<file path="src/sv/pudc_pkg.sv">
// pudc_pkg.sv: shared types and constants of the 16-to-8-bit dither quantizer
`default_nettype none

package pudc_pkg;

    // reset values of the configuration registers and the dither generator
    localparam logic [7:0]  DRIVE_RST = 8'd108;
    localparam logic [14:0] KNEE_RST  = 15'd11000;
    localparam logic [14:0] CEIL_RST  = 15'd22000;
    localparam logic [7:0]  AMP_RST   = 8'd96;
    localparam logic [31:0] RNG_SEED  = 32'h1234_5678;

    // reciprocal constants for the constant divides
    // floor(p / 100) for p < 2^23, floor(p / 255) for p <= 65025, floor(p / 3) for p < 2^17
    localparam logic [23:0] RECIP_100 = 24'd10737419;
    localparam int          SHIFT_100 = 30;
    localparam logic [16:0] RECIP_255 = 17'd65794;
    localparam int          SHIFT_255 = 24;
    localparam logic [16:0] RECIP_3   = 17'd87382;
    localparam int          SHIFT_3   = 18;

    localparam int N_STAGES = 6;

    typedef enum logic [1:0] {
        CFG_DRIVE = 2'd0,
        CFG_KNEE  = 2'd1,
        CFG_CEIL  = 2'd2,
        CFG_AMP   = 2'd3
    } t_cfg_idx;

    typedef struct packed {
        logic signed [15:0] sample;
        logic               chunk_end;
    } t_in;

    typedef struct packed {
        logic [7:0] pcm_byte;
        logic       chunk_end_out;
    } t_out;

    typedef struct packed {
        logic [7:0]  drive;
        logic [14:0] knee;
        logic [14:0] ceil;
        logic [7:0]  amp;
    } t_cfg;

    // per-stage load strobes from the pipeline control
    typedef struct packed {
        logic [N_STAGES-1:0] adv;
    } t_pipe_ctl;

endpackage

`default_nettype wire

</file>
<file path="src/sv/pudc_dither_rng.sv">
// pudc_dither_rng.sv: xorshift32 generator giving two dither draws per sample
`default_nettype none

module pudc_dither_rng (
    input  wire logic       i_clk,
    input  wire logic       i_rst_n,
    input  wire logic       i_step,
    output logic [7:0]      o_draw1,
    output logic [7:0]      o_draw2
);
    import pudc_pkg::*;

    logic [31:0] r_state;
    logic [31:0] w_s1;
    logic [31:0] w_s2;

    function automatic logic [31:0] f_xs(input logic [31:0] s);
        logic [31:0] t;
        t = s ^ (s << 13);
        t = t ^ (t >> 17);
        t = t ^ (t << 5);
        return t;
    endfunction

    assign w_s1    = f_xs(r_state);
    assign w_s2    = f_xs(w_s1);
    assign o_draw1 = w_s1[7:0];
    assign o_draw2 = w_s2[7:0];

    always_ff @(posedge i_clk) begin
        if (!i_rst_n) begin
            r_state <= RNG_SEED;
        end else if (i_step) begin
            r_state <= w_s2;
        end
    end

endmodule

`default_nettype wire

</file>
<file path="src/sv/pudc_datapath.sv">
// pudc_datapath.sv: six-stage gain, soft-knee, dither and rounding datapath
`default_nettype none

module pudc_datapath (
    input  wire logic              i_clk,
    input  wire pudc_pkg::t_pipe_ctl i_ctl,
    input  wire pudc_pkg::t_cfg    i_cfg,
    input  wire pudc_pkg::t_in     i_in,
    input  wire logic [7:0]        i_draw1,
    input  wire logic [7:0]        i_draw2,
    output pudc_pkg::t_out         o_out
);
    import pudc_pkg::*;

    // stage 0: input register
    logic signed [15:0] r0_sample;
    logic               r0_chunk;
    logic [7:0]         r0_d1;
    logic [7:0]         r0_d2;

    // stage 1: gain and dither products
    logic               r1_neg;
    logic [22:0]        r1_prod;
    logic               r1_dneg;
    logic [15:0]        r1_dprod;
    logic               r1_chunk;

    // stage 2: quotients
    logic               r2_neg;
    logic [16:0]        r2_mag;
    logic               r2_dneg;
    logic [7:0]         r2_dq;
    logic               r2_chunk;

    // stage 3: knee excess over three
    logic               r3_neg;
    logic [16:0]        r3_mag;
    logic               r3_above;
    logic [14:0]        r3_div3;
    logic               r3_dneg;
    logic [7:0]         r3_dq;
    logic               r3_chunk;

    // stage 4: compressed magnitude
    logic               r4_neg;
    logic [14:0]        r4_magc;
    logic               r4_dneg;
    logic [7:0]         r4_dq;
    logic               r4_chunk;

    // stage 5: result register
    t_out               r5_out;

    logic signed [16:0] w_sx;
    logic [16:0]        w_mag;
    logic [24:0]        w_prod;
    logic               w_dneg;
    logic [7:0]         w_dmag;
    logic [15:0]        w_dprod;
    logic [46:0]        w_q100_full;
    logic [32:0]        w_dq_full;
    logic [16:0]        w_ex;
    logic [33:0]        w_div3_full;
    logic [15:0]        w_y;
    logic [14:0]        w_magc;
    logic signed [16:0] w_lvl;
    logic signed [16:0] w_dit;
    logic signed [16:0] w_x;
    logic signed [17:0] w_t;
    logic signed [9:0]  w_q;
    logic signed [10:0] w_b;
    logic [7:0]         w_byte;

    // stage 0 -> 1
    assign w_sx    = 17'(r0_sample);
    assign w_mag   = r0_sample[15] ? 17'(-w_sx) : 17'(w_sx);
    assign w_prod  = 25'(w_mag) * 25'(i_cfg.drive);
    assign w_dneg  = r0_d2 > r0_d1;
    assign w_dmag  = w_dneg ? (r0_d2 - r0_d1) : (r0_d1 - r0_d2);
    assign w_dprod = 16'(w_dmag) * 16'(i_cfg.amp);

    // stage 1 -> 2
    assign w_q100_full = 47'(r1_prod) * 47'(RECIP_100);
    assign w_dq_full   = 33'(r1_dprod) * 33'(RECIP_255);

    // stage 2 -> 3
    assign w_ex        = r2_mag - 17'(i_cfg.knee);
    assign w_div3_full = 34'(w_ex) * 34'(RECIP_3);

    // stage 3 -> 4: a magnitude at or below the knee is never limited
    assign w_y = 16'(i_cfg.knee) + 16'(r3_div3);
    always_comb begin
        if (r3_above) begin
            w_magc = (w_y > 16'(i_cfg.ceil)) ? i_cfg.ceil : w_y[14:0];
        end else begin
            w_magc = r3_mag[14:0];
        end
    end

    // stage 4 -> 5: add dither, round to nearest step of 256, saturate
    assign w_lvl = r4_neg  ? -$signed({2'b00, r4_magc}) : $signed({2'b00, r4_magc});
    assign w_dit = r4_dneg ? -$signed({9'd0, r4_dq})    : $signed({9'd0, r4_dq});
    assign w_x   = w_lvl + w_dit;
    assign w_t   = 18'(w_x) + 18'sd128;
    assign w_q   = 10'(w_t >>> 8);
    assign w_b   = 11'(w_q) + 11'sd128;

    always_comb begin
        priority if (w_b < 11'sd0) begin
            w_byte = 8'd0;
        end else if (w_b > 11'sd255) begin
            w_byte = 8'd255;
        end else begin
            w_byte = w_b[7:0];
        end
    end

    always_ff @(posedge i_clk) begin
        if (i_ctl.adv[0]) begin
            r0_sample <= i_in.sample;
            r0_chunk  <= i_in.chunk_end;
            r0_d1     <= i_draw1;
            r0_d2     <= i_draw2;
        end
        if (i_ctl.adv[1]) begin
            r1_neg   <= r0_sample[15];
            r1_prod  <= w_prod[22:0];
            r1_dneg  <= w_dneg;
            r1_dprod <= w_dprod;
            r1_chunk <= r0_chunk;
        end
        if (i_ctl.adv[2]) begin
            r2_neg   <= r1_neg;
            r2_mag   <= w_q100_full[SHIFT_100 +: 17];
            r2_dneg  <= r1_dneg;
            r2_dq    <= w_dq_full[SHIFT_255 +: 8];
            r2_chunk <= r1_chunk;
        end
        if (i_ctl.adv[3]) begin
            r3_neg   <= r2_neg;
            r3_mag   <= r2_mag;
            r3_above <= r2_mag > 17'(i_cfg.knee);
            r3_div3  <= w_div3_full[SHIFT_3 +: 15];
            r3_dneg  <= r2_dneg;
            r3_dq    <= r2_dq;
            r3_chunk <= r2_chunk;
        end
        if (i_ctl.adv[4]) begin
            r4_neg   <= r3_neg;
            r4_magc  <= w_magc;
            r4_dneg  <= r3_dneg;
            r4_dq    <= r3_dq;
            r4_chunk <= r3_chunk;
        end
        if (i_ctl.adv[5]) begin
            r5_out.pcm_byte      <= w_byte;
            r5_out.chunk_end_out <= r4_chunk;
        end
    end

    assign o_out = r5_out;

endmodule

`default_nettype wire

</file>
<file path="src/sv/pcm16_to_u8_dither_compressor.sv">
// pcm16_to_u8_dither_compressor.sv: top level of the 16-to-8-bit dither quantizer
//
// Turns each signed 16-bit sample into one unsigned 8-bit PCM byte centered at 128.
// The sample is scaled by drive_percent/100, magnitudes above the knee have their
// excess cut to a third and are limited at the ceiling, triangular dither from a
// xorshift32 generator (two draws per sample, scaled by amplitude/255) is added,
// and the sum is rounded to a step of 256 and saturated to 0..255. The chunk end
// marker rides along unchanged. The block is a six-stage pipeline: one sample is
// taken every cycle while nothing stalls, and its byte passes stages 0 to 4 in
// order before it is presented from the stage 5 result register.
// Each stage holds its own valid bit and frees itself as soon as its item moves
// on, so bubbles close up and a sample is still taken while a finished byte waits
// at the output. The generator steps only on an input transfer. Configuration
// registers (0 drive, 1 knee, 2 ceiling, 3 dither amplitude) are written with
// i_cfg_we and should be changed only while the pipeline is empty.
`default_nettype none

module pcm16_to_u8_dither_compressor (
    input  wire logic          i_clk,
    input  wire logic          i_rst_n,
    // sample input
    input  wire pudc_pkg::t_in i_in,
    input  wire logic          i_in_valid,
    output logic               o_in_ready,
    // byte output
    output pudc_pkg::t_out     o_out,
    output logic               o_out_valid,
    input  wire logic          i_out_ready,
    // configuration writes
    input  wire logic          i_cfg_we,
    input  wire logic [1:0]    i_cfg_idx,
    input  wire logic [14:0]   i_cfg_data
);
    import pudc_pkg::*;

    t_cfg                r_cfg;
    logic [N_STAGES-1:0] r_vld;
    logic [N_STAGES:0]   w_rdy;
    t_pipe_ctl           w_ctl;
    logic [7:0]          w_draw1;
    logic [7:0]          w_draw2;
    logic                w_in_xfer;
    logic                w_out_xfer;

    // configuration registers, upper data bits dropped for the 8-bit ones
    always_ff @(posedge i_clk) begin
        if (!i_rst_n) begin
            r_cfg.drive <= DRIVE_RST;
            r_cfg.knee  <= KNEE_RST;
            r_cfg.ceil  <= CEIL_RST;
            r_cfg.amp   <= AMP_RST;
        end else if (i_cfg_we) begin
            unique case (t_cfg_idx'(i_cfg_idx))
                CFG_DRIVE: r_cfg.drive <= i_cfg_data[7:0];
                CFG_KNEE:  r_cfg.knee  <= i_cfg_data;
                CFG_CEIL:  r_cfg.ceil  <= i_cfg_data;
                CFG_AMP:   r_cfg.amp   <= i_cfg_data[7:0];
                default:   ;
            endcase
        end
    end

    // a stage can load when it is empty or its item leaves this cycle
    always_comb begin
        w_rdy[N_STAGES] = i_out_ready;
        for (int k = N_STAGES - 1; k >= 0; k--) begin
            w_rdy[k] = !r_vld[k] || w_rdy[k+1];
        end
        for (int k = 0; k < N_STAGES; k++) begin
            if (k == 0) begin
                w_ctl.adv[k] = w_rdy[k] && i_in_valid;
            end else begin
                w_ctl.adv[k] = w_rdy[k] && r_vld[k-1];
            end
        end
    end

    always_ff @(posedge i_clk) begin
        if (!i_rst_n) begin
            r_vld <= '0;
        end else begin
            for (int k = 0; k < N_STAGES; k++) begin
                if (w_rdy[k]) begin
                    r_vld[k] <= w_ctl.adv[k];
                end
            end
        end
    end

    assign o_in_ready  = w_rdy[0];
    assign o_out_valid = r_vld[N_STAGES-1];
    assign w_in_xfer   = i_in_valid && o_in_ready;
    assign w_out_xfer  = o_out_valid && i_out_ready;

    // dither generator, two draws per accepted sample
    pudc_dither_rng u_rng (
        .i_clk   (i_clk),
        .i_rst_n (i_rst_n),
        .i_step  (w_in_xfer),
        .o_draw1 (w_draw1),
        .o_draw2 (w_draw2)
    );

    pudc_datapath u_dp (
        .i_clk   (i_clk),
        .i_ctl   (w_ctl),
        .i_cfg   (r_cfg),
        .i_in    (i_in),
        .i_draw1 (w_draw1),
        .i_draw2 (w_draw2),
        .o_out   (o_out)
    );

`ifndef SYNTHESIS
    // occupancy changes only by the transfers of the previous cycle
    a_occupancy: assert property (@(posedge i_clk) disable iff (!i_rst_n)
        $past(i_rst_n) |->
            ($countones(r_vld) == $past($countones(r_vld))
                + $past(32'(w_in_xfer)) - $past(32'(w_out_xfer))))
        else $error("pipeline occupancy mismatch");

    // a full pipeline with a stalled output takes no new sample
    a_full_stall: assert property (@(posedge i_clk) disable iff (!i_rst_n)
        ((&r_vld) && !i_out_ready) |-> !o_in_ready)
        else $error("sample taken into a full stalled pipeline");

    // reset leaves the pipeline empty
    a_reset_empty: assert property (@(posedge i_clk)
        !$past(i_rst_n) && i_rst_n |-> (r_vld == '0))
        else $error("pipeline not empty after reset");
`endif

endmodule

`default_nettype wire

</file>
<file path="config.mk">
export PLATFORM = sky130hd
export DESIGN_NAME = pcm16_to_u8_dither_compressor
export DESIGN_NICKNAME = d
export VERILOG_FILES = /design/src/sv/pudc_pkg.sv /design/src/sv/pudc_dither_rng.sv /design/src/sv/pudc_datapath.sv /design/src/sv/pcm16_to_u8_dither_compressor.sv
export SDC_FILE = /design/constraint.sdc
export NUM_CORES = 2
export LEC_CHECK = 0
export ABC_AREA = 1
export BUFFER_PORTS_ARGS = -buffer_cell sky130_fd_sc_hd__buf_2
export CAP_MARGIN = 40
export CORE_ASPECT_RATIO = 1.75
export CORE_MARGIN = 4
export CORE_UTILIZATION = 53
export CTS_CLUSTER_SIZE = 40
export DETAILED_ROUTE_END_ITERATION = 10
export PLACE_DENSITY = 0.69
export SYNTH_ARGS = -nofsm -noshare
export SYNTH_HDL_FRONTEND = slang
export SYNTH_SLANG_ARGS = --single-unit
</file>
<file path="constraint.sdc">
create_clock -name i_clk -period 9.1 [get_ports i_clk]
set_input_delay 1.82 -clock i_clk [delete_from_list [all_inputs] [get_ports i_clk]]
set_output_delay 1.82 -clock i_clk [all_outputs]
set_load 0.02 [all_outputs]
</file>
==> flow_summary.json <==
{
  "run_status": "finished clean",
  "max_freq_ghz": 0.1325,
  "yosysSeqAreaShare_pct": 19.45,
  "antenna_cells": 0,
  "synthToLayoutAreaGrowth_pct": 6.281,
  "synth_ff_type": "edfxtp_1",
  "routed-via-count": 27740,
  "synth_top_area_share_pct": 22.09,
  "rsz0062_at_grt": "false",
  "whs_ns": 0.4169,
  "worst_setup_path_end_kind": "flip-flop",
  "post_cts_resized": 0,
  "drt_iter0_markers": 1194,
  "crit_path_start_kind": "flip-flop",
  "postSynthAreaPerCell_um2": 8.557,
  "cp_slowest_cell": "xor2_1",
  "fp.dieH_um": 354.9,
  "grt_pass1_vias": 29910,
  "clock-sinks": 264,
  "setup_slack_ns": 1.555,
  "htree_levels": 1,
  "netlist_area_um2": 36430,
  "cp_top_family": "adder cells",
  "synth_seq_cells": 264,
  "cpMostUsedCell": "inv_1",
  "dp.cells": 5177,
  "worstSetupPathType": "flip-flop to flip-flop",
  "place.gp.congestion": 0.9928,
  "final_common_cell": "inv_1",
  "place.port_buffers": 49,
  "wl_mm": 93.46,
  "slew_headroom_pct": 37.61,
  "io_pins": 50,
  "start_util_pct": 53.75,
  "cp_max_fo": 5,
  "cp_num_buf_inv": 6,
  "drt-pass1-iter-count": 5,
  "clk_pin_slew_ns": 0.06,
  "finalClockSkew_ns": 0.03171,
  "synth-async-reset-ratio_pct": 0,
  "setup_violations": 0,
  "holdBufCountCts": 0,
  "overflow": 0,
  "pre_cts_ws_ns": 1.542,
  "clk_path_buf_depth": 3,
  "layout_common_cells": "1,031 x inv_1, 661 x nand2_1, 585 x ha_1",
  "drive_gt1_share_pct": 3.139,
  "viasPerCell": 5.306,
  "avgRoutedWirePerCell_um": 17.87,
  "slew_viol_final": 0,
  "die_area_um2": 73170,
  "postCtsSetupBuffers": 0,
  "cts_tree": "done",
  "arrival_ns": 7.88,
  "synth_edf_count": 180,
  "drv_cap": 0,
  "rows": 126,
  "instances_no_fill": 5229,
  "cts_root_buf": "clkbuf_16",
  "holdCritPathClass": "flip-flop to flip-flop",
  "hold_viol": 0,
  "hpwl_mm": 80.61,
  "drc": 0,
  "numCtsBuffers": 28,
  "synth_cells": 4258,
  "slowest_delay_ns": 0.61,
  "timing.final.crit_share_pct": 82.91,
  "cp.required_ns": 9.43,
  "die_w_um": 206.2,
  "tightestPinTransition_ns": 0.9326,
  "synth_warnings": 0,
  "nets": 5337,
  "antenna_left": 0,
  "period_needed_ns": 7.545,
  "ys_top_cells_by_area": "fa_1 22%, ha_1 20%, edfxtp_1 15%, inv_1 11%, nand2_1 6.8%",
  "yosys.area.top_type": "fa_1",
  "grt_max_degree": 70,
  "ys_types": 51,
  "grt_first_pass_wirelength_mm": 150.2,
  "track_usage_pct": 25.99,
  "finalSetupTns_ns": 0,
  "antenna_found_initial": 0,
  "clk-insertion-delay-late_ns": 0.60,
  "core_area_um2": 67790
}
==> worst register-to-register path: cells and delay by family, from the launching register on <==
kind                       cells  cell delay [ns]
AOI/OAI and AO/OA              6             1.31
DFF                            1             0.34
adders and majority gates      8             3.59
xor gates and xnor gates       2             0.71
buffers and inverters          6             0.44
and+or+nand+nor                6             0.89
==> area by class of cell <==
type | count | area (um2)
clock buffers | 38 | 789.5
flip-flops and latches | 264 | 7087
well taps | 896 | 1121
fillers | 6222 | 29070
clock inverters | 14 | 151.4
repair buffers | 61 | 355.3
multi-input cells | 2918 | 25320
inverters | 1038 | 3896
==> kinds of logic (layout without fill, tap and decap cells) <==
kind of cell | Yosys count | after routing | share of synthesized area, %
flip-flops | 264 | 264 | 19.45
other | 2 | 6 | 0.02061
AND/OR/NAND/NOR | 1169 | 1169 | 13.06
buffers and inverters | 1080 | 1151 | 11.13
adder cells (fa/ha/maj) | 987 | 987 | 42.18
AO/OA/AOI/OAI | 500 | 500 | 7.668
XOR/XNOR | 256 | 256 | 6.490
==> registers in the layout, indices dropped and copies added, names as in the netlist, 6 cells and up <==
name,cells
r_cfg,46
u_rng.r_state,32
u_dp.r1_prod,23
u_dp.r2_mag,17
u_dp.r0_sample,16
u_dp.r1_dprod,16
u_dp.r3_div3,15
u_dp.r3_mag,15
u_dp.r4_magc,15
u_dp.o_out,9
u_dp.r0_d1,8
u_dp.r0_d2,8
u_dp.r2_dq,8
u_dp.r3_dq,8
u_dp.r4_dq,8
r_vld,6
==> Yosys cell counts, drive strengths merged, types with 2 or more instances <==
library cell  count
inv            1038
nand2           661
ha              585
fa              402
nor2            290
a21oi           235
edfxtp          180
xor2            170
o21ai           153
nand3           116
xnor2            85
dfxtp            84
clkbuf           38
nor3             38
o211ai           28
nand4            21
a21o             16
nand3b           15
o21bai           13
or2              13
a31oi            12
nor4              9
o221ai            7
o31ai             7
o21a              6
a211oi            5
a21boi            5
buf               4
a221oi            3
and2              3
o2111ai           3
conb              2
==> routing by layer <==
metal	GRT usage, %	wire, um
met4	15.52	7135
met3	2.179	2881
met2	51.37	51830
met1	25.53	31620
met5	0	0
==> stage by stage <==
| step | util [%] | area (um2) |
|---|---|---|
| finish | 57.12 | 38720 |
| global route | 57.12 | 38720 |
| CTS | 57.12 | 38720 |
| detailed placement | 55.73 | 37780 |
| global placement | 55.66 | 37730 |
| floorplan | - | 36450 |
==> final timing paths <==
check             slack [ns]  cells after the start                to           start
setup / recovery        1.56                     28  u_dp.r3_div3[13]  u_dp.r2_mag[0]
hold reg to reg         0.42                      0      u_dp.r4_dneg    u_dp.r3_dneg
setup reg to reg        1.56                     28  u_dp.r3_div3[13]  u_dp.r2_mag[0]
hold / removal          0.42                      0      u_dp.r4_dneg    u_dp.r3_dneg
Power is left out: the tool's default activity adds up to more than one toggle a clock period on the data nets, which glitch-free logic cannot reach.
